## src/rtl/core/avlc_fhp_pkg.sv

```systemverilog
// ----------------------------------------------------------------------------
// AVLC frame header parser package
// Shared types, protocol constants and the bytewise CRC-16/CCITT update.
// ----------------------------------------------------------------------------
package avlc_fhp_pkg;

    localparam int MAX_FRAME_LEN_DEF = 2048;
    localparam int COUNT_W           = 12;
    localparam int COUNT_MAX         = 4095;

    localparam logic [15:0] FCS_INIT    = 16'hFFFF;
    localparam logic [15:0] FCS_RESIDUE = 16'hF0B8;
    localparam logic [15:0] CRC_POLY    = 16'h8408;

    localparam int HEADER_LEN        = 12;
    localparam int ACARS_TAIL_FIRST  = 21;
    localparam int ACARS_TAIL_LEN    = 4;

    localparam logic [COUNT_W-1:0] MIN_FRAME_LEN   = 12'd11;
    localparam logic [COUNT_W-1:0] ACARS_MIN_LEN   = 12'd15;
    localparam logic [COUNT_W-1:0] ACARS_BLOCK_LEN = 12'd30;
    localparam logic [COUNT_W-1:0] ACARS_DOWN_LEN  = 12'd41;

    localparam logic [7:0] ACARS_PREFIX_FF = 8'hFF;
    localparam logic [7:0] ACARS_PREFIX_01 = 8'h01;
    localparam logic [7:0] ASCII_DEL_BYTE  = 8'h7F;
    localparam logic [6:0] CHAR_DEL        = 7'h7F;
    localparam logic [6:0] CHAR_ETX        = 7'h03;
    localparam logic [6:0] CHAR_ETB        = 7'h17;
    localparam logic [6:0] CHAR_STX        = 7'h02;
    localparam logic [6:0] CHAR_SPACE      = 7'h20;
    localparam logic [6:0] CHAR_LOWER_D    = 7'h64;
    localparam logic [6:0] CHAR_DIGIT_0    = 7'h30;
    localparam logic [6:0] CHAR_DIGIT_9    = 7'h39;
    localparam logic [5:0] U_CODE_MASK     = 6'h3B;

    localparam logic [1:0] FS_SHORT   = 2'd0;
    localparam logic [1:0] FS_BAD_FCS = 2'd1;
    localparam logic [1:0] FS_VALID   = 2'd2;

    localparam logic [1:0] CLASS_I = 2'd0;
    localparam logic [1:0] CLASS_S = 2'd1;
    localparam logic [1:0] CLASS_U = 2'd2;

    localparam logic [1:0] ACARS_NONE = 2'd0;
    localparam logic [1:0] ACARS_OK   = 2'd1;
    localparam logic [1:0] ACARS_BAD  = 2'd2;

    typedef struct packed {
        logic [COUNT_W-1:0]                len;
        logic                              fcs_good;
        logic                              bcs_zero;
        logic [7:0]                        tail_2;
        logic [7:0]                        tail_5;
        logic [HEADER_LEN-1:0][7:0]        header;
        logic [ACARS_TAIL_LEN-1:0][7:0]    acars;
    } frame_view_t;

    typedef struct packed {
        logic [1:0]  frame_status;
        logic [23:0] dest_address;
        logic [2:0]  dest_kind;
        logic        dst_status;
        logic [23:0] source_address;
        logic [2:0]  source_kind;
        logic        src_status;
        logic [1:0]  frame_class;
        logic [5:0]  command_code;
        logic [1:0]  acars_status;
        logic        acars_bcs_ok;
        logic [13:0] msg_label;
    } summary_t;

    function automatic logic [15:0] crc16_byte(input logic [15:0] crc, input logic [7:0] data);
        logic [15:0] c;
        c = crc ^ {8'h00, data};
        for (int k = 0; k < 8; k++) begin
            c = c[0] ? ((c >> 1) ^ CRC_POLY) : (c >> 1);
        end
        return c;
    endfunction

endpackage

```

## src/rtl/core/avlc_fhp_accum.sv

```systemverilog
// ----------------------------------------------------------------------------
// AVLC frame accumulator
// Runs the FCS and block check CRCs and keeps the header and tail octets
// of the frame in progress; all but the tail and BCS view include the new byte.
// ----------------------------------------------------------------------------
module avlc_fhp_accum #(
    parameter int MAX_FRAME_LEN = avlc_fhp_pkg::MAX_FRAME_LEN_DEF
) (
    input  logic                      clk,
    input  logic                      rst_n,
    input  logic                      byte_accept,
    input  logic [7:0]                byte_value,
    input  logic                      last_byte,
    output avlc_fhp_pkg::frame_view_t view
);
    import avlc_fhp_pkg::*;

    localparam int CountCapInt = (MAX_FRAME_LEN > COUNT_MAX) ? COUNT_MAX : MAX_FRAME_LEN;
    localparam logic [COUNT_W-1:0] CountCap = COUNT_W'(CountCapInt);

    logic [15:0]        fcs_crc_reg;
    logic [15:0]        fcs_crc_next;
    logic [15:0]        bcs_hist_reg [3];
    logic [15:0]        bcs_new;
    logic [7:0]         tail_reg [5];
    logic [7:0]         header_reg [HEADER_LEN];
    logic [7:0]         header_next [HEADER_LEN];
    logic [7:0]         label_oct_reg [ACARS_TAIL_LEN];
    logic [7:0]         label_oct_next [ACARS_TAIL_LEN];
    logic [COUNT_W-1:0] byte_count_reg;
    logic [COUNT_W-1:0] byte_count_next;
    logic               store_en;

    always_comb
    begin
        store_en     = (byte_count_reg < CountCap);
        fcs_crc_next = crc16_byte(fcs_crc_reg, byte_value);
        bcs_new      = (byte_count_reg >= COUNT_W'(HEADER_LEN))
                       ? crc16_byte(bcs_hist_reg[0], byte_value) : 16'h0000;
        for (int k = 0; k < HEADER_LEN; k++) begin
            header_next[k] = (store_en && byte_count_reg == COUNT_W'(k))
                             ? byte_value : header_reg[k];
        end
        for (int k = 0; k < ACARS_TAIL_LEN; k++) begin
            label_oct_next[k] = (store_en && byte_count_reg == COUNT_W'(ACARS_TAIL_FIRST + k))
                                ? byte_value : label_oct_reg[k];
        end
        byte_count_next = store_en ? byte_count_reg + 1'b1 : byte_count_reg;

        view.len      = byte_count_next;
        view.fcs_good = (fcs_crc_next == FCS_RESIDUE);
        view.bcs_zero = (bcs_hist_reg[2] == 16'h0000);
        view.tail_2   = tail_reg[1];
        view.tail_5   = tail_reg[4];
        for (int k = 0; k < HEADER_LEN; k++) begin
            view.header[k] = header_next[k];
        end
        for (int k = 0; k < ACARS_TAIL_LEN; k++) begin
            view.acars[k] = label_oct_next[k];
        end
    end

    always_ff @(posedge clk or negedge rst_n)
    begin
        if (!rst_n) begin
            fcs_crc_reg    <= FCS_INIT;
            byte_count_reg <= '0;
            for (int k = 0; k < 3; k++) bcs_hist_reg[k] <= '0;
            for (int k = 0; k < 5; k++) tail_reg[k] <= '0;
            for (int k = 0; k < HEADER_LEN; k++) header_reg[k] <= '0;
            for (int k = 0; k < ACARS_TAIL_LEN; k++) label_oct_reg[k] <= '0;
        end else if (byte_accept) begin
            if (last_byte) begin
                fcs_crc_reg    <= FCS_INIT;
                byte_count_reg <= '0;
                for (int k = 0; k < 3; k++) bcs_hist_reg[k] <= '0;
                for (int k = 0; k < 5; k++) tail_reg[k] <= '0;
                for (int k = 0; k < HEADER_LEN; k++) header_reg[k] <= '0;
                for (int k = 0; k < ACARS_TAIL_LEN; k++) label_oct_reg[k] <= '0;
            end else begin
                fcs_crc_reg     <= fcs_crc_next;
                byte_count_reg  <= byte_count_next;
                bcs_hist_reg[0] <= bcs_new;
                bcs_hist_reg[1] <= bcs_hist_reg[0];
                bcs_hist_reg[2] <= bcs_hist_reg[1];
                tail_reg[0]     <= byte_value;
                for (int k = 1; k < 5; k++) tail_reg[k] <= tail_reg[k-1];
                for (int k = 0; k < HEADER_LEN; k++) header_reg[k] <= header_next[k];
                for (int k = 0; k < ACARS_TAIL_LEN; k++) label_oct_reg[k] <= label_oct_next[k];
            end
        end
    end

    a_count_capped: assert property (@(posedge clk) disable iff (!rst_n)
        byte_count_reg <= CountCap)
        else $error("Byte count exceeds its saturation limit.");

    a_frame_clears: assert property (@(posedge clk) disable iff (!rst_n)
        (byte_accept && last_byte) |=> (byte_count_reg == '0 && fcs_crc_reg == FCS_INIT))
        else $error("Frame state was not cleared after the final byte.");

endmodule

```

## src/rtl/core/avlc_fhp_decode.sv

```systemverilog
// ----------------------------------------------------------------------------
// AVLC frame summary decoder
// Derives frame status, DLC addresses, link control fields and the ACARS
// checks from the accumulator view at the final byte.
// ----------------------------------------------------------------------------
module avlc_fhp_decode (
    input  avlc_fhp_pkg::frame_view_t view,
    output avlc_fhp_pkg::summary_t    summary
);
    import avlc_fhp_pkg::*;

    function automatic logic [27:0] dlc_addr(input logic [7:0] o0, input logic [7:0] o1,
                                             input logic [7:0] o2, input logic [7:0] o3);
        logic [27:0] v;
        logic [27:0] r;
        v = 28'(o0[7:1]) | (28'(o1) << 6) | (28'(o2) << 13) | (28'(o3 & 8'hFE) << 20);
        for (int i = 0; i < 28; i++) begin
            r[27-i] = v[i];
        end
        return r;
    endfunction

    function automatic logic [6:0] printable(input logic [7:0] c);
        logic [6:0] s;
        s = c[6:0];
        return (s >= CHAR_SPACE && s != CHAR_DEL) ? s : CHAR_SPACE;
    endfunction

    logic [27:0] dst_raw;
    logic [27:0] src_raw;
    logic [7:0]  lcf;
    logic [6:0]  term;
    logic [6:0]  label_1;
    logic [6:0]  block_id;
    logic [6:0]  label_1_char;
    logic        downlink;
    logic        acars_prefix;
    logic [1:0]  acars_st;

    always_comb
    begin
        dst_raw      = dlc_addr(view.header[0], view.header[1], view.header[2], view.header[3]);
        src_raw      = dlc_addr(view.header[4], view.header[5], view.header[6], view.header[7]);
        lcf          = view.header[8];
        term         = view.tail_5[6:0];
        label_1      = view.acars[1][6:0];
        block_id     = view.acars[2][6:0];
        downlink     = (block_id >= CHAR_DIGIT_0) && (block_id <= CHAR_DIGIT_9);
        label_1_char = (label_1 == CHAR_DEL) ? CHAR_LOWER_D : printable(view.acars[1]);
        acars_prefix = (view.len >= ACARS_MIN_LEN) && (view.header[9] == ACARS_PREFIX_FF)
                       && (view.header[10] == ACARS_PREFIX_FF)
                       && (view.header[11] == ACARS_PREFIX_01);
        acars_st     = ACARS_BAD;
        summary      = '0;

        priority if (view.len < MIN_FRAME_LEN) begin
            summary.frame_status = FS_SHORT;
        end else if (!view.fcs_good) begin
            summary.frame_status = FS_BAD_FCS;
        end else begin
            summary.frame_status   = FS_VALID;
            summary.dest_address   = dst_raw[23:0];
            summary.dest_kind      = dst_raw[26:24];
            summary.dst_status     = dst_raw[27];
            summary.source_address = src_raw[23:0];
            summary.source_kind    = src_raw[26:24];
            summary.src_status     = src_raw[27];
            priority if (!lcf[0]) begin
                summary.frame_class = CLASS_I;
                if (acars_prefix) begin
                    if (view.len >= ACARS_BLOCK_LEN && view.tail_2 == ASCII_DEL_BYTE) begin
                        summary.acars_bcs_ok = view.bcs_zero;
                        if (term == CHAR_ETX || term == CHAR_ETB) begin
                            summary.msg_label = {printable(view.acars[0]), label_1_char};
                            priority if (view.len <= ACARS_BLOCK_LEN) begin
                                acars_st = downlink ? ACARS_BAD : ACARS_OK;
                            end else if (view.acars[3][6:0] != CHAR_STX) begin
                                acars_st = ACARS_BAD;
                            end else if (downlink && view.len < ACARS_DOWN_LEN) begin
                                acars_st = ACARS_BAD;
                            end else begin
                                acars_st = ACARS_OK;
                            end
                        end
                    end
                    summary.acars_status = acars_st;
                end
            end else if (lcf[1:0] == 2'b01) begin
                summary.frame_class  = CLASS_S;
                summary.command_code = {4'd0, lcf[3:2]};
            end else begin
                summary.frame_class  = CLASS_U;
                summary.command_code = lcf[5:0] & U_CODE_MASK;
            end
        end
    end

endmodule

```

## src/rtl/core/avlc_fhp_out.sv

```systemverilog
// ----------------------------------------------------------------------------
// AVLC summary output stage
// Output register with one skid entry so that bytes keep flowing while a
// finished summary waits to be taken.
// ----------------------------------------------------------------------------
module avlc_fhp_out (
    input  logic                   clk,
    input  logic                   rst_n,
    input  logic                   push,
    input  avlc_fhp_pkg::summary_t push_data,
    output logic                   space,
    output logic                   out_valid,
    input  logic                   out_ready,
    output avlc_fhp_pkg::summary_t out_data
);
    import avlc_fhp_pkg::*;

    summary_t out_data_reg;
    summary_t skid_data_reg;
    logic     out_valid_reg;
    logic     skid_valid_reg;
    logic     pop;

    assign pop       = out_valid_reg && out_ready;
    assign space     = !skid_valid_reg;
    assign out_valid = out_valid_reg;
    assign out_data  = out_data_reg;

    always_ff @(posedge clk or negedge rst_n)
    begin
        if (!rst_n) begin
            out_valid_reg  <= 1'b0;
            skid_valid_reg <= 1'b0;
        end else if (skid_valid_reg) begin
            if (pop) begin
                skid_valid_reg <= 1'b0;
            end
        end else if (push) begin
            if (!out_valid_reg || pop) begin
                out_valid_reg <= 1'b1;
            end else begin
                skid_valid_reg <= 1'b1;
            end
        end else if (pop) begin
            out_valid_reg <= 1'b0;
        end
    end

    always_ff @(posedge clk)
    begin
        if (skid_valid_reg) begin
            if (pop) begin
                out_data_reg <= skid_data_reg;
            end
        end else if (push) begin
            if (!out_valid_reg || pop) begin
                out_data_reg <= push_data;
            end else begin
                skid_data_reg <= push_data;
            end
        end
    end

    a_skid_behind_out: assert property (@(posedge clk) disable iff (!rst_n)
        skid_valid_reg |-> out_valid_reg)
        else $error("Skid entry is held while the output register is empty.");

    a_skid_moves_up: assert property (@(posedge clk) disable iff (!rst_n)
        (skid_valid_reg && pop) |=> (out_valid_reg && out_data_reg == $past(skid_data_reg)))
        else $error("Skid entry was not moved to the output register.");

endmodule

```

## src/rtl/core/avlc_frame_header_parser_unit.sv

```systemverilog
// ----------------------------------------------------------------------------
// AVLC frame header parser unit
// The summary is registered; out_valid rises in the cycle after the final byte while the output register is free.
// Throughput: one byte per cycle while in_ready is high, set by the combinational CRC and decode path.
// in_ready drops only while both the output register and its skid entry hold.
// Reset clears the CRCs, byte count, stored octets and all pending summaries.
// ----------------------------------------------------------------------------
module avlc_frame_header_parser_unit #(
    parameter int MAX_FRAME_LEN = avlc_fhp_pkg::MAX_FRAME_LEN_DEF
) (
    input  logic        clk,
    input  logic        rst_n,
    input  logic        in_valid,
    output logic        in_ready,
    input  logic [7:0]  byte_value,
    input  logic        last_byte,
    output logic        out_valid,
    input  logic        out_ready,
    output logic [1:0]  frame_status,
    output logic [23:0] dest_address,
    output logic [2:0]  dest_kind,
    output logic        dst_status,
    output logic [23:0] source_address,
    output logic [2:0]  source_kind,
    output logic        src_status,
    output logic [1:0]  frame_class,
    output logic [5:0]  command_code,
    output logic [1:0]  acars_status,
    output logic        acars_bcs_ok,
    output logic [13:0] msg_label
);
    import avlc_fhp_pkg::*;

    frame_view_t view;
    summary_t    summary;
    summary_t    result;
    logic        byte_accept;
    logic        space;

    assign in_ready    = space;
    assign byte_accept = in_valid && space;

    avlc_fhp_accum #(
        .MAX_FRAME_LEN (MAX_FRAME_LEN)
    ) u_accum (
        .clk         (clk),
        .rst_n       (rst_n),
        .byte_accept (byte_accept),
        .byte_value  (byte_value),
        .last_byte   (last_byte),
        .view        (view)
    );

    avlc_fhp_decode u_decode (
        .view    (view),
        .summary (summary)
    );

    avlc_fhp_out u_out (
        .clk       (clk),
        .rst_n     (rst_n),
        .push      (byte_accept && last_byte),
        .push_data (summary),
        .space     (space),
        .out_valid (out_valid),
        .out_ready (out_ready),
        .out_data  (result)
    );

    assign frame_status   = result.frame_status;
    assign dest_address   = result.dest_address;
    assign dest_kind      = result.dest_kind;
    assign dst_status     = result.dst_status;
    assign source_address = result.source_address;
    assign source_kind    = result.source_kind;
    assign src_status     = result.src_status;
    assign frame_class    = result.frame_class;
    assign command_code   = result.command_code;
    assign acars_status   = result.acars_status;
    assign acars_bcs_ok   = result.acars_bcs_ok;
    assign msg_label      = result.msg_label;

endmodule
```

## config.mk

```make
export PLATFORM = sky130hd
export DESIGN_NAME = avlc_frame_header_parser_unit
export DESIGN_NICKNAME = d
export VERILOG_FILES = /design/src/rtl/core/avlc_fhp_pkg.sv /design/src/rtl/core/avlc_fhp_accum.sv /design/src/rtl/core/avlc_fhp_decode.sv /design/src/rtl/core/avlc_fhp_out.sv /design/src/rtl/core/avlc_frame_header_parser_unit.sv
export SDC_FILE = /design/constraint.sdc
export NUM_CORES = 1
export LEC_CHECK = 0
export BUFFER_PORTS_ARGS = -buffer_cell sky130_fd_sc_hd__buf_2
export CAP_MARGIN = 20
export CORE_ASPECT_RATIO = 0.5
export CORE_MARGIN = 1.5
export CORE_UTILIZATION = 25
export DETAILED_ROUTE_END_ITERATION = 10
export GPL_TIMING_DRIVEN = 0
export PLACE_DENSITY = 0.37
export SYNTH_ARGS = -nofsm -noshare
export SYNTH_HDL_FRONTEND = slang
export SYNTH_SLANG_ARGS = --single-unit
```

## constraint.sdc

```tcl
create_clock -name clk -period 10 [get_ports clk]
set_input_delay 1 -clock clk [delete_from_list [all_inputs] [get_ports clk]]
set_output_delay 1 -clock clk [all_outputs]
set_load 0.01 [all_outputs]
```

== After elaboration in Yosys (flattened, before gate mapping) ==
Index checks and enable logic that the tools add are counted.
Word-level totals
  register bits after elaboration: 401
  logic and storage cells: 229
Operators by class
  add/sub/neg operators: 1
  $lt $le $gt $ge: 11
  eq/ne operators: 29
  muxes and demuxes: 71
  bitwise operators: 26
  reductions and logical operators: 39
Operator list (count)
  $mux W83: 4
  $mux W16: 18
  $mux W81: 2
  $mux W8: 16
  $mux W96: 1
  $or A28 B21 Y28: 2
  $or A28 B28 Y28: 2
  $eq A12 B3 Y1 const B: 4
  $eq A12 B4 Y1 const B: 4
  $eq A12 B5 Y1 const B: 4
  $mux W48: 1
  $not A2 Y3: 16
  $mux W40: 1
  $mux W17: 2
  $xor A16 B8 Y16: 2
  $mux W31: 1
  $mux W7: 4
  $or A7 B14 Y14: 2
  $logic_and A1 B1 Y1: 27
  $eq A12 B2 Y1 const B: 2
  $ge A12 B4 Y1 const B: 2
  $mux W12: 2
  $ge A7 B6 Y1 const B: 3
  $mux W2: 9
  other kinds (30): 46

== Logic depth before layout (Yosys ltp) ==
Gate-level depths: netlist of run 1.
  depth in word-level cells: 23
  mapped depth: 12
  depth with buffers taken out: 9

== Modules after synthesis ==
Synthesis of run 1 repeated with hierarchy kept, for this count alone.
Second synthesis, totals
  cells, all modules: 1589
  area, all modules: 19170.9 um2
Modules (own cells, without submodules)
  avlc_fhp_accum: instances 1, cells an instance 1153, area an instance 11942.7 um2, sequential area each 6125.9 um2
  avlc_fhp_out: instances 1, cells an instance 270, area an instance 6115.9 um2, sequential area each 5034.8 um2
  avlc_fhp_decode: instances 1, cells an instance 164, area an instance 1099.8 um2, sequential area each 0.0 um2
  avlc_frame_header_parser_unit: instances 1, cells an instance 2, area an instance 12.5 um2, sequential area each 0.0 um2

== Worst setup path before layout of run 1 ==
OpenSTA, ideal clock, no wires.
  kind: input-to-reg
  start point: input port last_byte
  end point: register u_out.out_data_reg (netlist bit u_out.out_data[0]) (enable)
  library setup time: 549 ps
  arrival time: 5778 ps
  slack: 3673 ps
  stages on the path: 5
  cell sequence: clkbuf_1 -> clkbuf_1 -> clkbuf_1 -> nand2_1 -> a21oi_1
Between the ends
  longest elaborated chain between the ends: 3
RTL lines
  from (decl): line avlc_frame_header_parser_unit.sv:16  | input logic last_byte,
  $logic_and A1 B1 Y1: line avlc_frame_header_parser_unit.sv:62  | .push (byte_accept && last_byte),
  $reduce_bool A2 Y1 (no source line)
  $reduce_and A3 Y1 (no source line)
  to (signal assigned): line avlc_fhp_out.sv:53  | out_data_reg <= skid_data_reg;
  to (signal assigned): line avlc_fhp_out.sv:57  | out_data_reg <= push_data;
  to (decl): line avlc_fhp_out.sv:18  | summary_t out_data_reg;
No other way between the ends.
A chain may end at the register's enable or synchronous reset.

==> summary.md, run 1 <==
| Metric | Value |
|---|---|
| Die span in y | `196.1 microns` |
| Initial core utilization | `25.39%` |
| CP max FO | `10` |
| Leak | `8.798 nW` |
| Critical setup path kind | `reg -> reg` |
| # resized after CTS | `0` |
| Hold Fails Final Rpt | `0` |
| Drt total wl | `65150 microns` |
| Ys async rst share | `58.59%` |
| Internal power | `3.680 mW` |
| Seq/Total Area, Yosys | `57.68%` |
| Vias/cell | `4.894` |
| DR pass1 iterations | `5` |
| IO Pins | `98` |
| Net switching power | `2.215 mW` |
| Share of layout cells above drive strength 1 | `10.39%` |
| Peak VDD IR | `0.1198 mV` |
| Vias | `14370` |
| Hold_buf cts | `0` |
| DR iter-0 viols | `1450` |
| Leading area contributor after synthesis | `dfrtp_1` |
| Core Area | `73400 sq um` |
| CTS H-tree lvls | `2` |
| Pin count of the biggest net entering global routing | `108` |
| Die Area | `76300 sq um` |
| Post-CTS repair timing setup buffer count | `0` |
| Req. time, crit path | `10.31 ns` |
| Slowest CP cell | `clkbuf_1` |
| Yosys cell types | `69` |
| GP Congestion | `0.8139` |
| Fin nets | `1948` |
| Fin cells | `2936` |
| RSZ-0062 raised after global routing | `false` |
| Final worst path period share | `46.41%` |
| Antenna Cells | `0` |
| Routing usage on met2 | `25.69%` |
| CP top delay family | `buffers and inverters` |
| Number of synthesized register bits | `396` |
| Synth top area share | `29.00%` |
| Sequential share of power | `41.1%` |
| Final Max Slew Viols | `0` |
| DRC Markers | `0` |
| Mapped cell area | `18640 sq um` |
| GRT Util Overall | `17.16%` |
| Switching part of the total power | `37.57%` |
| CP Buf/Inv Count | `3` |
| CTS Buf Count | `43` |
| Fmax | `215.5 MHz` |
| Hold Path Class | `in -> async` |
| Commonest cells post-synth | `369 x nand2_1, 216 x dfrtp_1, 164 x edfxtp_1, 132 x o21ai_0, 128 x clkbuf_1` |
| Most frequent cell after synthesis | `nand2_1` |
| Minimum clock period after layout | `4.641 ns` |
| Synth warn | `0` |
| Cells along the critical path | `ha_1 -> clkbuf_1 -> nand3b_1 -> or4_1 -> a32oi_1 -> nand4_1 -> nand2_2 -> clkbuf_1 -> clkbuf_1 -> nor2_1` |
| TNS Setup | `0 ns` |
| Synth Instances | `1786` |
| Startpoint Class | `flip-flop` |
| Share of power burned in the clock network | `26.4%` |
| Number of global-route vias before repair | `14420` |
| Max FFs per register | `90` |
| Pwr Density | `270.1 nW/um^2` |
| Crit-path most repeated cell | `clkbuf_1` |
| Ys flop type | `dfrtp_1` |
| Clock Tree Root | `clkbuf_16` |
| Clock skew | `0.02886 ns` |
| Reg clk slew, reported paths | `0.07 ns` |
| Inst Count DP | `2857` |
| Arr. time, crit path | `4.95 ns` |
| DP Wirelength | `44600 microns` |
| Top Usage Layer GRT | `met2` |
| Combinational power share | `32.5%` |
| Overflow after GRT | `0` |
| Slew headroom | `24.20%` |
| Post-route ant nets | `0` |
| Area grow syn2layout | `17.12%` |
| Clk sink count | `396` |
| Final setup vio count | `0` |
| Top cells by area, synth | `dfrtp_1 29%, edfxtp_1 26%, nand2_1 7.4%` |
| Setup crit end kind | `flip-flop` |
| # rows | `70` |
| Post-synth EDFFs | `164` |
| CTS tree | `done` |
| Antenna violations before repair | `0` |
| Mean Syn Cell Area | `10.44 sq um` |
| Synth Net Count | `1803` |
| First-pass GRT wire length | `97870 microns` |
| Outcome | `completed` |
| Crit path largest cell delay | `0.73 ns` |
| WL/cell | `22.19 microns` |
| M3 GR Usage | `3.286%` |
| Max-cap violations | `0` |
| Chip width | `389.1 microns` |
| Skew-Pair Late Insertion Delay | `0.60 ns` |
| GR Util met1 | `25.33%` |
| CTS Buffer Depth | `3` |
| Fillers | `7700` |
| # port buffers | `91` |
| Least-Margin Pin Slew | `1.137 ns` |
[path summary, 6_finish.rpt]
kind                                           startpoint                       end  slack [ns]  cells past startpoint
worst max-delay path            u_accum.byte_count_reg[0]   u_out.skid_data_reg[28]        5.36                     10
worst min-delay path                                rst_n    u_accum.header_reg[74]        0.28                      1
worst max register to register  u_accum.byte_count_reg[0]   u_out.skid_data_reg[28]        5.36                     10
worst min register to register    u_accum.bcs_hist_reg[6]   u_accum.bcs_hist_reg[6]        0.47                      2
max in group asynchronous                           rst_n  u_accum.bcs_hist_reg[37]        8.34                      3
min in group clk                  u_accum.bcs_hist_reg[6]   u_accum.bcs_hist_reg[6]        0.47                      2
[through the flow]
stage	total power, mW	utilization, %	hold WS [ns]	worst slack [ns]	area, sq um
finish	5.895	29.74	0.2837	5.359	21830
global route	6.287	29.74	0.2798	5.095	21830
CTS	5.974	29.72	0.2741	5.300	21810
detailed placement	4.381	27.95	0.4570	5.106	20520
global placement	4.369	27.67	0.4552	0.2507	20310
floorplan	3.637	-	0.4309	3.673	18640
[cells by family after synthesis]
| family | Yosys count | synth area share, % |
|---|---|---|
| flops | 396 | 57.68 |
| compound gates | 400 | 14.34 |
| fa+ha+maj | 4 | 0.2685 |
| other cells | 1 | 0.02012 |
| buf+inv | 163 | 3.350 |
| mux | 78 | 4.243 |
| xor+xnor | 57 | 2.913 |
| simple gates | 687 | 17.19 |
[placed cells by master, fill, tap and decap left out, drive strengths merged, types with 3 or more instances in the layout]
cell type / count
nor2: 122
a22o: 18
xnor2: 38
clkbuf: 192
nand2: 370
nand2b: 8
buf: 125
nand3: 17
edfxtp: 164
nor2b: 9
nor3: 13
nand3b: 70
and4: 3
xor2: 17
inv: 11
ha: 4
a31oi: 9
o22ai: 5
o22a: 7
nand4: 22
mux2: 8
dfrtp: 216
or4b: 3
a21oi: 26
clkinv: 12
o21ai: 135
o31ai: 82
a22oi: 97
a21boi: 4
nand4b: 6
dfstp: 16
and2: 6
or4: 3
mux2i: 70
or3: 4
and3: 10
nor4: 14
[routing by layer]
| metal | up-vias | wire length [microns] |
|---|---|---|
| met5 | - | 0 |
| met4 | 0 | 1179 |
| met3 | 73 | 3353 |
| met2 | 320 | 28330 |
| met1 | 7257 | 32280 |
| li1 | 6719 | - |
[area by class of cell]
cell class / instances / area [sq um] / share of cell area (%)
clock inverters: 14 / 80.08 / 0.3668
flip-flops and latches: 396 / 10750 / 49.25
multi-input cells: 1227 / 7279 / 33.35
plain buffers: 153 / 586.8 / 2.688
inverters: 10 / 37.54 / 0.1720
well taps: 972 / 1216 / 5.572
clock buffers: 64 / 1217 / 5.577
repair buffers: 100 / 660.6 / 3.026
[power by group through the flow]
stage	Sequential, mW	Clock [mW]	Combinational [mW]
global route	2.47	1.68	2.13
floorplan	2.45	0	1.19
global placement	2.47	0	1.89
finish	2.42	1.56	1.92
detailed placement	2.45	0	1.93
CTS	2.42	1.62	1.94
(Power assumes the default switching activity.)
==> run 2, diff against run 1 <==
- ABC_AREA: not set -> 1
- PLACE_DENSITY: 0.37 -> 0.39
- clock period: 10 -> 4.2 ns (I/O delays scaled with it)
==> run 2 against run 1 <==
Compared with the run above: clock skew shrank 0.0071 ns; synthesized cell count increased by 15%; register-to-register slack worse by 4.4 ns.
==> summary.md, run 2 <==
| Metric | Value |
|---|---|
| Slowest CP cell | `nand3_1` |
| Pwr Density | `515.7 nW/um^2` |
| Final setup vio count | `0` |
| Vias/cell | `4.507` |
| Req. time, crit path | `4.46 ns` |
| # rows | `70` |
| TNS Setup | `0 ns` |
| DP Wirelength | `41740 microns` |
| Seq/Total Area, Yosys | `58.32%` |
| Commonest cells post-synth | `601 x nand2_1, 243 x inv_1, 216 x dfrtp_1, 166 x o22ai_1, 164 x edfxtp_1` |
| Clock Tree Root | `clkbuf_16` |
| Yosys cell types | `45` |
| First-pass GRT wire length | `91450 microns` |
| Skew-Pair Late Insertion Delay | `0.57 ns` |
| GRT Util Overall | `15.89%` |
| CP top delay family | `simple AND/OR/NAND/NOR gates` |
| Core Area | `73050 sq um` |
| Peak VDD IR | `0.2433 mV` |
| DP Area | `20300 sq um` |
| Arr. time, crit path | `3.50 ns` |
| Share of layout cells above drive strength 1 | `12.85%` |
| Post-synth EDFFs | `164` |
| Minimum clock period after layout | `3.241 ns` |
| Fin nets | `2218` |
| RSZ-0062 raised after global routing | `false` |
| Die span in y | `195.0 microns` |
| Final Max Slew Viols | `0` |
| Synth warn | `0` |
| Vias | `14450` |
| CTS Buffer Depth | `3` |
| Final worst path period share | `77.16%` |
| Slew headroom | `20.63%` |
| CP max FO | `10` |
| # port buffers | `93` |
| Antenna violations before repair | `3` |
| DR pass1 iterations | `5` |
| Commonest non-fill, non-tap cells in the layout | `601 x nand2_1, 242 x inv_1, 216 x dfrtp_1` |
| Hold Fails Final Rpt | `0` |
| CTS H-tree lvls | `2` |
| Post-CTS repair timing setup buffer count | `0` |
| Crit-path most repeated cell | `nand3_1` |
| Number of synthesized register bits | `396` |
| Leading area contributor after synthesis | `dfrtp_1` |
| Clock skew | `0.02172 ns` |
| CTS tree | `done` |
| Overflow after GRT | `0` |
| Crit path largest cell delay | `0.43 ns` |
| Least-Margin Pin Slew | `1.191 ns` |
| Outcome | `completed` |
| GP Congestion | `0.8514` |
| Fmax | `308.6 MHz` |
| DR iter-0 viols | `1133` |
| Die Area | `75470 sq um` |
| Leak | `9.367 nW` |
| Startpoint Class | `flip-flop` |
| Ys flop type | `dfrtp_1` |
| Pin count of the biggest net entering global routing | `105` |
| WL/cell | `18.61 microns` |
| Synth top area share | `29.32%` |
| Number of global-route vias before repair | `14390` |
| Chip width | `387.0 microns` |
| Synth Net Count | `2073` |
| Max-cap violations | `0` |
| Max FFs per register | `90` |
| CP Buf/Inv Count | `2` |
| Post-route ant nets | `0` |
| Cells along the critical path | `ha_1 -> inv_1 -> nor2_2 -> nand4_1 -> nand2_1 -> nand3_1 -> nor2_2 -> nand3_1 -> nand3_1 -> buf_2 -> nor2_1 -> nand2_1 -> a21oi_1` |
| Most frequent cell after synthesis | `nand2_1` |
| Drt total wl | `59670 microns` |
| Synth Instances | `2056` |
| Ys async rst share | `58.59%` |
| Mapped cell area | `18430 sq um` |
| Hold Path Class | `in -> reg` |
| Setup crit end kind | `flip-flop` |
| CTS Buf Count | `42` |
| Commonest non-fill, non-tap cell in the layout | `nand2_1` |
| Critical setup path kind | `reg -> reg` |
| # resized after CTS | `0` |
| IO Pins | `98` |
| Post-route cell area | `21660 sq um` |
| DRC Markers | `0` |
| Initial core utilization | `25.24%` |
| Clk sink count | `396` |
| Top cells by area, synth | `dfrtp_1 29%, edfxtp_1 27%, nand2_1 12%` |
| Area grow syn2layout | `17.49%` |
| Mean Syn Cell Area | `8.966 sq um` |
| Reg clk slew, reported paths | `0.06 ns` |
==> run 2: cell types whose count changed after synthesis, moves of 70 or more <==
cell / delta
inv_1: +233
mux2i_1: -70
o31ai_1: -79
o22ai_1: +161
a22oi_1: -92
nand2_1: +232
==> run 2: worst register-to-register path, cell delays in order (launching register included) <==
cell and delay [ns]:
dfrtp_1 0.41, ha_1 0.28, inv_1 0.10, nor2_2 0.30, nand4_1 0.16, nand2_1 0.11
nand3_1 0.09, nor2_2 0.24, nand3_1 0.27, nand3_1 0.43, buf_2 0.33, nor2_1 0.06
nand2_1 0.07, a21oi_1 0.08
==> run 2: metrics by stage <==
step / util [%] / instances / hold WS (ns) / worst slack (ns) / total power [mW]
after global routing: 29.65 / 3205 / 0.2202 / 0.6722 / 11.85
after global placement: 27.54 / 3121 / 0.4613 / -2.138 / 7.488
after CTS: 29.65 / 3205 / 0.1470 / 0.8983 / 11.34
after floorplan: - / 2056 / 0.1244 / 0.7126 / 6.499
after detailed placement: 27.79 / 3128 / 0.3393 / 0.9119 / 7.513
final: 29.65 / 3206 / 0.1723 / 0.9592 / 11.17
==> run 2: cell families after synthesis <==
family / after synthesis / synth area share (%)
AND/OR/NAND/NOR: 925 / 21.39
flip-flops: 396 / 58.32
other: 1 / 0.02034
adder cells (fa/ha/maj): 4 / 0.2715
XOR/XNOR: 21 / 0.9978
AO/OA/AOI/OAI: 346 / 11.21
buffers and inverters: 363 / 7.792
==> run 2: worst paths after layout <==
kind | start | end | slack [ns] | cells after the start
setup / recovery | u_accum.byte_count_reg[1] | u_out.out_data[2] | 0.96 | 13
hold / removal | out_ready | u_out.skid_valid_reg | 0.17 | 4
setup reg to reg | u_accum.byte_count_reg[1] | u_out.out_data[2] | 0.96 | 13
hold reg to reg | u_accum.label_oct_reg[6] | u_accum.label_oct_reg[6] | 0.49 | 2
max in group asynchronous | rst_n | u_accum.header_reg[84] | 2.95 | 3
min in group asynchronous | rst_n | u_accum.bcs_hist_reg[27] | 0.33 | 2
==> run 2: area by class of cell <==
| class | instances | area, sq um |
|---|---|---|
| clock buffers | 66 | 1235 |
| multi-input cells | 1297 | 6255 |
| diodes | 1 | 2.502 |
| clock inverters | 10 | 110.1 |
| plain buffers | 102 | 449.2 |
| flip-flops and latches | 396 | 10750 |
| well taps | 972 | 1216 |
| fillers | 7853 | 51390 |
| inverters | 261 | 989.7 |
| repair buffers | 101 | 650.6 |
==> run 2: timing repair <==
item | 4_1_cts | 5_1_grt
hold buffers | 1 | 0
endpoints found under the hold margin | 37 | 0
endpoints found under the setup margin | 0 | 0
==> run 2: layer usage <==
metal / vias to the layer above / wire (microns) / GRT usage, % / part of all wire [%]
li1: 7055 / - / - / -
met1: 7061 / 29650 / 23.06 / 50
met2: 274 / 26680 / 25.28 / 45
met3: 59 / 2459 / 2.130 / 4.1
met4: 2 / 868 / 3.252 / 1.5
met5: - / 13 / 0 / 0.022
==> run 2: power breakdown <==
group          internal (mW)  total [mW]  switching, mW  leakage, nW
combinational          0.728        2.67           1.94         4.02
clock                   2.14        3.76           1.62        0.655
sequential              4.58        4.74          0.155         4.70
